[src/rtl/vfpt_fifo.sv]
// ----------------------------------------------------------------------------
// vfpt_fifo
// small register queue, caller guarantees no push when full
// ----------------------------------------------------------------------------
module vfpt_fifo #(
   parameter int WIDTH = 8,
   parameter int DEPTH = 4
) (
   input  logic             clock,
   input  logic             reset,
   input  logic             push,
   input  logic [WIDTH-1:0] data_in,
   input  logic             pop,
   output logic [WIDTH-1:0] data_out,
   output logic             empty
);
   localparam int PtrW = (DEPTH > 1) ? $clog2(DEPTH) : 1;
   localparam int CntW = $clog2(DEPTH + 1);

   logic [WIDTH-1:0] mem_ff [DEPTH];
   logic [PtrW-1:0]  wr_ff, wr_in, rd_ff, rd_in;
   logic [CntW-1:0]  cnt_ff, cnt_in;
   logic             do_pop;

   assign empty    = (cnt_ff == '0);
   assign do_pop   = pop && !empty;
   assign data_out = mem_ff[rd_ff];

   always_comb begin
      wr_in  = wr_ff;
      rd_in  = rd_ff;
      cnt_in = cnt_ff;
      if (push) begin
         wr_in = (wr_ff == PtrW'(DEPTH - 1)) ? '0 : wr_ff + 1'b1;
      end
      if (do_pop) begin
         rd_in = (rd_ff == PtrW'(DEPTH - 1)) ? '0 : rd_ff + 1'b1;
      end
      if (push && !do_pop) begin
         cnt_in = cnt_ff + 1'b1;
      end else if (!push && do_pop) begin
         cnt_in = cnt_ff - 1'b1;
      end
   end

   always_ff @(posedge clock) begin
      if (reset) begin
         wr_ff  <= '0;
         rd_ff  <= '0;
         cnt_ff <= '0;
      end else begin
         wr_ff  <= wr_in;
         rd_ff  <= rd_in;
         cnt_ff <= cnt_in;
      end
   end

   always_ff @(posedge clock) begin
      if (push) begin
         mem_ff[wr_ff] <= data_in;
      end
   end
endmodule

[config.mk]
export PLATFORM = sky130hd
export DESIGN_NAME = vfpt_fifo
export DESIGN_NICKNAME = d
export VERILOG_FILES = /design/src/rtl/vfpt_fifo.sv
export SDC_FILE = /design/constraint.sdc
export NUM_CORES = 1
export LEC_CHECK = 0
export BUFFER_PORTS_ARGS = -buffer_cell sky130_fd_sc_hd__buf_2
export CAP_MARGIN = 25
export CORE_ASPECT_RATIO = 1.2
export CORE_MARGIN = 2
export CORE_UTILIZATION = 59
export CTS_CLUSTER_DIAMETER = 50
export DETAILED_ROUTE_END_ITERATION = 16
export HOLD_SLACK_MARGIN = 0.05
export PLACE_DENSITY = 0.9
export SLEW_MARGIN = 20
export SYNTH_ARGS = -nofsm -noshare
export SYNTH_HDL_FRONTEND = slang
export SYNTH_SLANG_ARGS = --single-unit
[constraint.sdc]
create_clock -name clock -period 5.6 [get_ports clock]
set_input_delay 0.28 -clock clock [delete_from_list [all_inputs] [get_ports clock]]
set_output_delay 0.28 -clock clock [all_outputs]
set_load 0.01 [all_outputs]
Word level (Yosys, flattened, before mapping)
Memory sizes are Yosys's and may differ from the RTL's. A register that Yosys moved wholly into a read port is not among the register bits.
Cells that the tools add are included.
Word-level totals
  register bits: 7
  memory bits (writable): 32
  bits of input ports: 12
  memories: 1
Operators by class
  add/sub/neg operators: 4
  equality and inequality tests: 2
  mux-type cells: 8
  reduce and logical (&&, ||, !) cells: 8
Memory list
  mem_ff: depth 4, width 8, rd ports 1, clocked after Yosys merged registers in 1, write ports 1, line 20  | logic [WIDTH-1:0] mem_ff [DEPTH];
Operators by type and width (number)
  $mux W2: 4
  $mux W3: 2
  $add A2 B1 Y2 const B: 2
  $eq A2 B2 Y1 const B: 2
  $add A3 B1 Y3 const B: 1
  $logic_and A1 B1 Y1: 3
  $logic_not A1 Y1: 3
  $logic_not A3 Y1: 1
  $sub A3 B1 Y3 const B: 1
  $mux W1: 2
  $reduce_bool A2 Y1: 1

Depth between registers and ports, before layout
Gate-level depths: netlist of run 1.
  word-level depth: 6
  mapped depth: 7
  mapped depth without buffers: 7

Worst setup path after synthesis of run 1
Ideal clock, no wire load.
  path kind: register to register
  start: register cnt_ff[1]
  end: register cnt_ff[2]
  setup time: 0.070 ns
  data arrival time: 1.839 ns
  data required time: 5.530 ns
  setup slack: 3.691 ns
  cell stages (with the launch flop): 8
  clock period less this slack: 1.909 ns
  cell sequence: dfxtp_1 > o31ai_4 > ha_1 > inv_1 > fa_1 > xor2_1 > or3_1 > a21oi_1
On the way
  longest elaborated chain between the ends: 6
  elaborated cells between the ends (all ways): 11
  those cells by class: add/sub: 2; mux: 2; reduce/logical: 7
RTL lines
  from (decl): line 22  | logic [CntW-1:0] cnt_ff, cnt_in;
  from (signal assigned): line 54  | cnt_ff <= cnt_in;
  parallel branches: the longest is 6 deep, another holds $sub A3 B1 Y3
Several ways; the timed one is not identified. The select of a mux whose other input is x is not followed.
A chain may end at the register's enable or synchronous reset.

Worst setup path after layout of run 1
Same ends and word-level chain as after synthesis.

==> flow_metrics.env, run 1 <==
export IMPL_status="complete, no violations"
export IMPL_critPathArrivalTime_ns=2.34
export IMPL_setup_viol=0
export IMPL_dp_cells=136
export IMPL_drv_cap=0
export IMPL_ff2ff_setup_slack_ns=3.54
export IMPL_synth_area_leaders="edfxtp_1 60%, dfxtp_1 11%, mux4_2 11%"
export IMPL_core_mm2=0.00255
export IMPL_first_global_vias=763
export IMPL_grt_remaining_overflow=0
export IMPL_die_area_mm2=0.00316
export IMPL_slew_headroom_pct=65.3
export IMPL_drtAntennaViolNets=0
export IMPL_insertedDiodeCount=0
export IMPL_powerDensity_mw_per_mm2=395
export IMPL_cts_buffers=5
export IMPL_cts_repair_resized=0
export IMPL_io_pins=21
export IMPL_period_minus_slack_ns=2.06
export IMPL_crit_fanout=4
export IMPL_finalSetupTns_ns=0
export IMPL_finalCritPeriodShare_pct=36.7
export IMPL_instances_no_fill=144
export IMPL_grt_busiest_layer="met2"
export IMPL_dr_pass1_iters=3
export IMPL_yosysSeqAreaShare_pct=71.1
export IMPL_timing_hold_worst_class="input port to flop"
export IMPL_critPathCapture="cnt_ff[2]"
export IMPL_grt_pass1_wl_mm=3.61
export IMPL_die_h_um=61.1
export IMPL_htreeDepth=2
export IMPL_grtUsageTotal_pct=16.9
export IMPL_use_met2_pct=26.4
export IMPL_cts_setup_buffers=0
export IMPL_port_buffers=20
export IMPL_vdd_ir_drop_max_uv=383
export IMPL_drt_wl_total_mm=2.23
export IMPL_startpoint="cnt_ff[1]"
export IMPL_rsz0062_at_grt="false"
export IMPL_netlist_area_mm2=0.00161
export IMPL_reg2reg_from="cnt_ff[1]"
export IMPL_grt_met3_usage_pct=6.55
export IMPL_synth_distinct_cells=19
export IMPL_dp_hpwl_mm=1.64
export IMPL_dr_total_vias=784
export IMPL_rr_endpoint="cnt_ff[2]"
export IMPL_leakage_nw=0.665
export IMPL_cts_tree="done"
export IMPL_worst_setup_path_start_kind="flop"
export IMPL_reg2reg_depth=7
export IMPL_ys_warn_count=0
export IMPL_cp_end_kind="flop"
export IMPL_grt_start_max_net_pins=13
export IMPL_synthCells=85
export IMPL_wire_per_inst_um=15.5
export IMPL_finalClockSkew_ns=0.00163
export IMPL_place_congestion=0.695
export IMPL_clkTransAtPathRegs_ns=0.11
export IMPL_netlist_area_leader_share_pct=59.9
export IMPL_drtIter0Drc=5
export IMPL_fmax_mhz=486
export IMPL_critPathKind="flop to flop"
export IMPL_routed_via_density=5.44
export IMPL_nets=129
export IMPL_max_slew_worst_pin_slew_ns=0.519
export IMPL_yosysTopAreaCell="edfxtp_1"
export IMPL_cp_required_ns=5.88
export IMPL_finalMaxSlewViolations=0
export IMPL_drive_above_1_share_pct=32.4
export IMPL_initial_core_util_pct=62.9
export IMPL_ys_ff_latch=41
export IMPL_syn_nets=104
export IMPL_clockRootBuffer="clkbuf_4"
export IMPL_fillerInstances=180
export IMPL_clock_sinks=41
export IMPL_synthToLayoutAreaGrowth_pct=12.8
export IMPL_clockBufferDepth=2
export IMPL_clock_latency_ns=0.34
export IMPL_antenna_found_initial=0
export IMPL_rows=20
export IMPL_grt_util_met1_pct=20.8
export IMPL_hold_viol=0
export IMPL_drcViolationCount=0
export IMPL_ctsHoldBuffers=0
export IMPL_syn_area_per_cell_um2=18.9
export IMPL_die_w_um=51.6
-- Yosys cell counts, drive strengths merged --
cell	instances
a21oi	2
and2	4
nor2	6
mux4	8
clkbuf	1
or3	2
dfxtp	9
mux2i	4
inv	3
nor3	1
o31ai	1
edfxtp	32
o21ai	1
fa	1
xor2	2
ha	6
nand2	1
buf	1
-- metal layers --
metal	vias up	share of wire [%]
met4	0	2.8
met2	23	51
met5	-	0
li1	378	-
met1	375	41
met3	8	5.4
-- through the flow --
step | hold WS, ns | power [mW] | setup WS, ns | util, % | area (um^2)
2_1_floorplan | 0.347 | 0.499 | 3.69 | - | 1610
3_3_place_gp | 0.484 | 0.536 | 3.65 | 68.0 | 1740
3_5_place_dp | 0.496 | 0.545 | 3.55 | 68.0 | 1740
4_1_cts | 0.131 | 0.723 | 3.52 | 70.9 | 1810
5_1_grt | 0.130 | 0.753 | 3.43 | 70.9 | 1810
6_report | 0.146 | 0.715 | 3.54 | 70.9 | 1810
-- cell type report --
| type | count | area [um^2] | share of cell area [%] |
|---|---|---|---|
| flip-flops and latches | 41 | 1140 | 63.0 |
| repair buffers | 20 | 100 | 5.53 |
| multi-input cells | 39 | 442 | 24.4 |
| clock inverters | 2 | 33.8 | 1.87 |
| inverters | 3 | 11.3 | 0.622 |
| clock buffers | 6 | 41.3 | 2.28 |
| well taps | 33 | 41.3 | 2.28 |
-- worst max-delay path: stages, from the launching register on --
cell	delay (ns)
dfxtp_1	0.38
o31ai_4	0.33
ha_1	0.25
inv_1	0.06
fa_1	0.37
xor2_1	0.16
or3_1	0.31
a21oi_1	0.14
-- placed cells by master, fill, tap and decap left out, types with 2 or more instances in the layout --
| master | Yosys | final |
|---|---|---|
| edfxtp_1 | 32 | 32 |
| buf_2 | 0 | 20 |
| dfxtp_1 | 9 | 9 |
| mux4_2 | 8 | 8 |
| nor2_1 | 6 | 6 |
| ha_1 | 6 | 6 |
| clkbuf_4 | 0 | 5 |
| and2_1 | 4 | 4 |
| mux2i_1 | 4 | 4 |
| inv_1 | 3 | 3 |
| xor2_1 | 2 | 2 |
| or3_1 | 2 | 2 |
-- power breakdown --
part	total [mW]	internal (mW)	switching [mW]
combinational	0.145	0.0818	0.0632
clock	0.179	0.0929	0.0864
sequential	0.390	0.355	0.0351
-- logic make-up after synthesis --
kind of cell / synth area share [%]
fa+ha+maj: 5.92
flops: 71.1
xor+xnor: 1.09
mux: 13.7
buf+inv: 1.40
simple gates: 4.29
compound gates: 2.49
-- state kept, by name, summed over array words and instances, names as in the netlist, named ones only --
name,cells
wr_ff,2
mem_ff,32
cnt_ff,3
rd_ff,2
-- how the worst min path moves through the flow --
stage | startpoint | to | slack, ns | cells past startpoint
finish | data_in[1] | mem_ff[1][1] | 0.15 | 1
global route | data_in[1] | mem_ff[1][1] | 0.13 | 1
CTS | data_in[1] | mem_ff[3][1] | 0.13 | 1
detailed placement | data_in[1] | mem_ff[3][1] | 0.50 | 1
global placement | rd_ff[0] | rd_ff[0] | 0.48 | 2
floorplan | reset | flop | 0.35 | 1
Power figures use the tool's default switching activity.
==> inputs of run 2 (changes only) <==
- CORE_UTILIZATION: 59 -> 55
- PLACE_DENSITY: 0.9 -> 0.86
- clock period: 5.6 -> 1.9 ns (I/O delays scaled with it)
==> run 2 against run 1 <==
  * The run now ends with negative setup slack left
  * Sequential share of layout area fell by 6.6 points
  * Via count grew 13%
  * Cell area is 13% higher
  * Clock-buffer cell count increased by 1
  * Combinational power rose to 4.3 times the previous value
  * Cell count rose by 16%
  * Clock skew increased by 0.0090 ns
  * Sequential power grew to 2.9 times the previous value
  * Die area increased by 6.7%
  * Non-clock buffer count up 22
  * Critical endpoint unchanged
==> flow_metrics.env, run 2 (synthesis results as in run 1) <==
export IMPL_crit_fanout=2
export IMPL_layout_commonest_cell="edfxtp_1"
export IMPL_timing_hold_worst_class="input port to flop"
export IMPL_status="complete, but fails checks"
export IMPL_critPathArrivalTime_ns=2.27
export IMPL_finalMaxSlewViolations=0
export IMPL_fillerInstances=187
export IMPL_dp_hpwl_mm=1.73
export IMPL_clockRootBuffer="clkbuf_4"
export IMPL_finalClockSkew_ns=0.0106
export IMPL_clock_latency_ns=0.35
export IMPL_first_global_vias=960
export IMPL_io_pins=21
export IMPL_worst_setup_path_start_kind="flop"
export IMPL_drive_above_1_share_pct=39.1
export IMPL_grt_start_max_net_pins=14
export IMPL_period_minus_slack_ns=1.99
export IMPL_drv_cap=0
export IMPL_top_register="mem_ff"
export IMPL_wire_per_inst_um=16.1
export IMPL_cp_required_ns=2.18
export IMPL_port_buffers=20
export IMPL_setup_viol=1
export IMPL_cts_tree="done"
export IMPL_drtAntennaViolNets=0
export IMPL_critPathKind="flop to flop"
export IMPL_nets=151
export IMPL_drcViolationCount=0
export IMPL_grtUsageTotal_pct=19.5
export IMPL_final_cell_mix="32 x edfxtp_1, 20 x buf_2, 14 x dlygate4sd3_1, 8 x mux4_2, 8 x buf_4"
export IMPL_regArea_mm2=0.00115
export IMPL_leakage_nw=0.775
export IMPL_clock_sinks=41
export IMPL_top_regs="mem_ff (32), cnt_ff (3)"
export IMPL_cts_buffers=5
export IMPL_clockBufferDepth=2
export IMPL_multiInputGateArea_um2=450
export IMPL_insertedDiodeCount=0
export IMPL_routed_via_density=5.30
export IMPL_die_area_mm2=0.00337
export IMPL_max_slew_worst_pin_slew_ns=0.465
export IMPL_dr_pass1_iters=4
export IMPL_hold_viol=0
export IMPL_finalCritPeriodShare_pct=105
export IMPL_clkTransAtPathRegs_ns=0.11
export IMPL_drtIter0Drc=13
export IMPL_grt_remaining_overflow=0
export IMPL_htreeDepth=2
export IMPL_die_h_um=63.2
export IMPL_pre_cts_ws_ns=-0.0951
export IMPL_die_w_um=53.3
export IMPL_slew_headroom_pct=69.0
export IMPL_synthToLayoutAreaGrowth_pct=27.1
export IMPL_antenna_found_initial=0
export IMPL_powerDensity_mw_per_mm2=1120
export IMPL_worst_slack_ns=-0.0900
export IMPL_place_congestion=0.661
export IMPL_largest_register_ffs=32
export IMPL_core_mm2=0.00279
export IMPL_drt_wl_total_mm=2.68
export IMPL_grt_pass1_wl_mm=4.43
export IMPL_vdd_ir_drop_max_uv=794
export IMPL_rows=21
export IMPL_rsz0062_at_grt="true"
export IMPL_fmax_mhz=503
export IMPL_violations="negative setup slack"
export IMPL_dr_total_vias=885
export IMPL_cp_end_kind="flop"
export IMPL_initial_core_util_pct=57.6
export IMPL_finalSetupTns_ns=-0.0900
==> run 2: cell count changes in the layout (fill, tap and decap cells not counted), moves of 3 or more <==
cell | before | now
dfxtp_1 | 9 | 6
dfxtp_4 | 0 | 3
buf_4 | 0 | 8
dlygate4sd3_1 | 0 | 14
==> run 2: what timing repair did <==
action / in CTS / in global routing
hold endpoints to repair: 41 / 2
hold buffers: 13 / 1
buffers inserted: 4 / 2
pin swaps: 3 / 1
resized for setup: 6 / 1
setup endpoints to repair: 1 / 2
==> run 2: per-stage QoR <==
stage	instances	hold slack (ns)	total power [mW]	utilization [%]	area (um^2)
after floorplan	85	0.160	1.48	-	1610
after global placement	139	0.305	1.60	63.0	1760
after detailed placement	139	0.313	1.65	63.0	1760
after CTS	164	-0.0235	2.27	72.3	2010
after global routing	167	0.353	2.42	73.3	2040
final	167	0.317	2.29	73.3	2040
==> run 2: critical path: stages (launching register included) <==
cell     delay, ns
dfxtp_4       0.37
o31ai_4       0.26
ha_2          0.22
inv_1         0.06
fa_2          0.35
xor2_1        0.17
or3_1         0.34
a21oi_2       0.15
==> run 2: layer usage <==
| layer | up-vias | global-route usage, % | share of wire, % | wire length (um) |
|---|---|---|---|---|
| met5 | - | 0 | 0 | 0 |
| li1 | 423 | - | - | - |
| met4 | 0 | 11.5 | 3.3 | 88 |
| met2 | 24 | 32.6 | 53 | 1410 |
| met3 | 8 | 5.92 | 4.4 | 117 |
| met1 | 430 | 21.0 | 40 | 1060 |
==> run 2: final timing paths <==
path / from / endpoint / slack, ns / cells after the start
max: cnt_ff[1] / cnt_ff[2] / -0.09 / 7
min: push / cnt_ff[1] / 0.32 / 4
max reg2reg: cnt_ff[1] / cnt_ff[2] / -0.09 / 7
min reg2reg: cnt_ff[1] / cnt_ff[1] / 0.69 / 3
==> run 2: area by class of cell <==
| type | count | area share [%] |
|---|---|---|
| inverter | 3 | 0.552 |
| sequential | 41 | 56.5 |
| clock buffer | 7 | 3.74 |
| timing repair buffer | 42 | 14.7 |
| tap | 34 | 2.08 |
| clock inverter | 1 | 0.368 |
| multi-input combinational | 39 | 22.1 |
==> run 2: where the power goes <==
group          leakage, nW  switching (mW)  internal, mW
sequential           0.370          0.0655          1.06
combinational        0.363           0.274         0.353
clock               0.0427           0.278         0.260
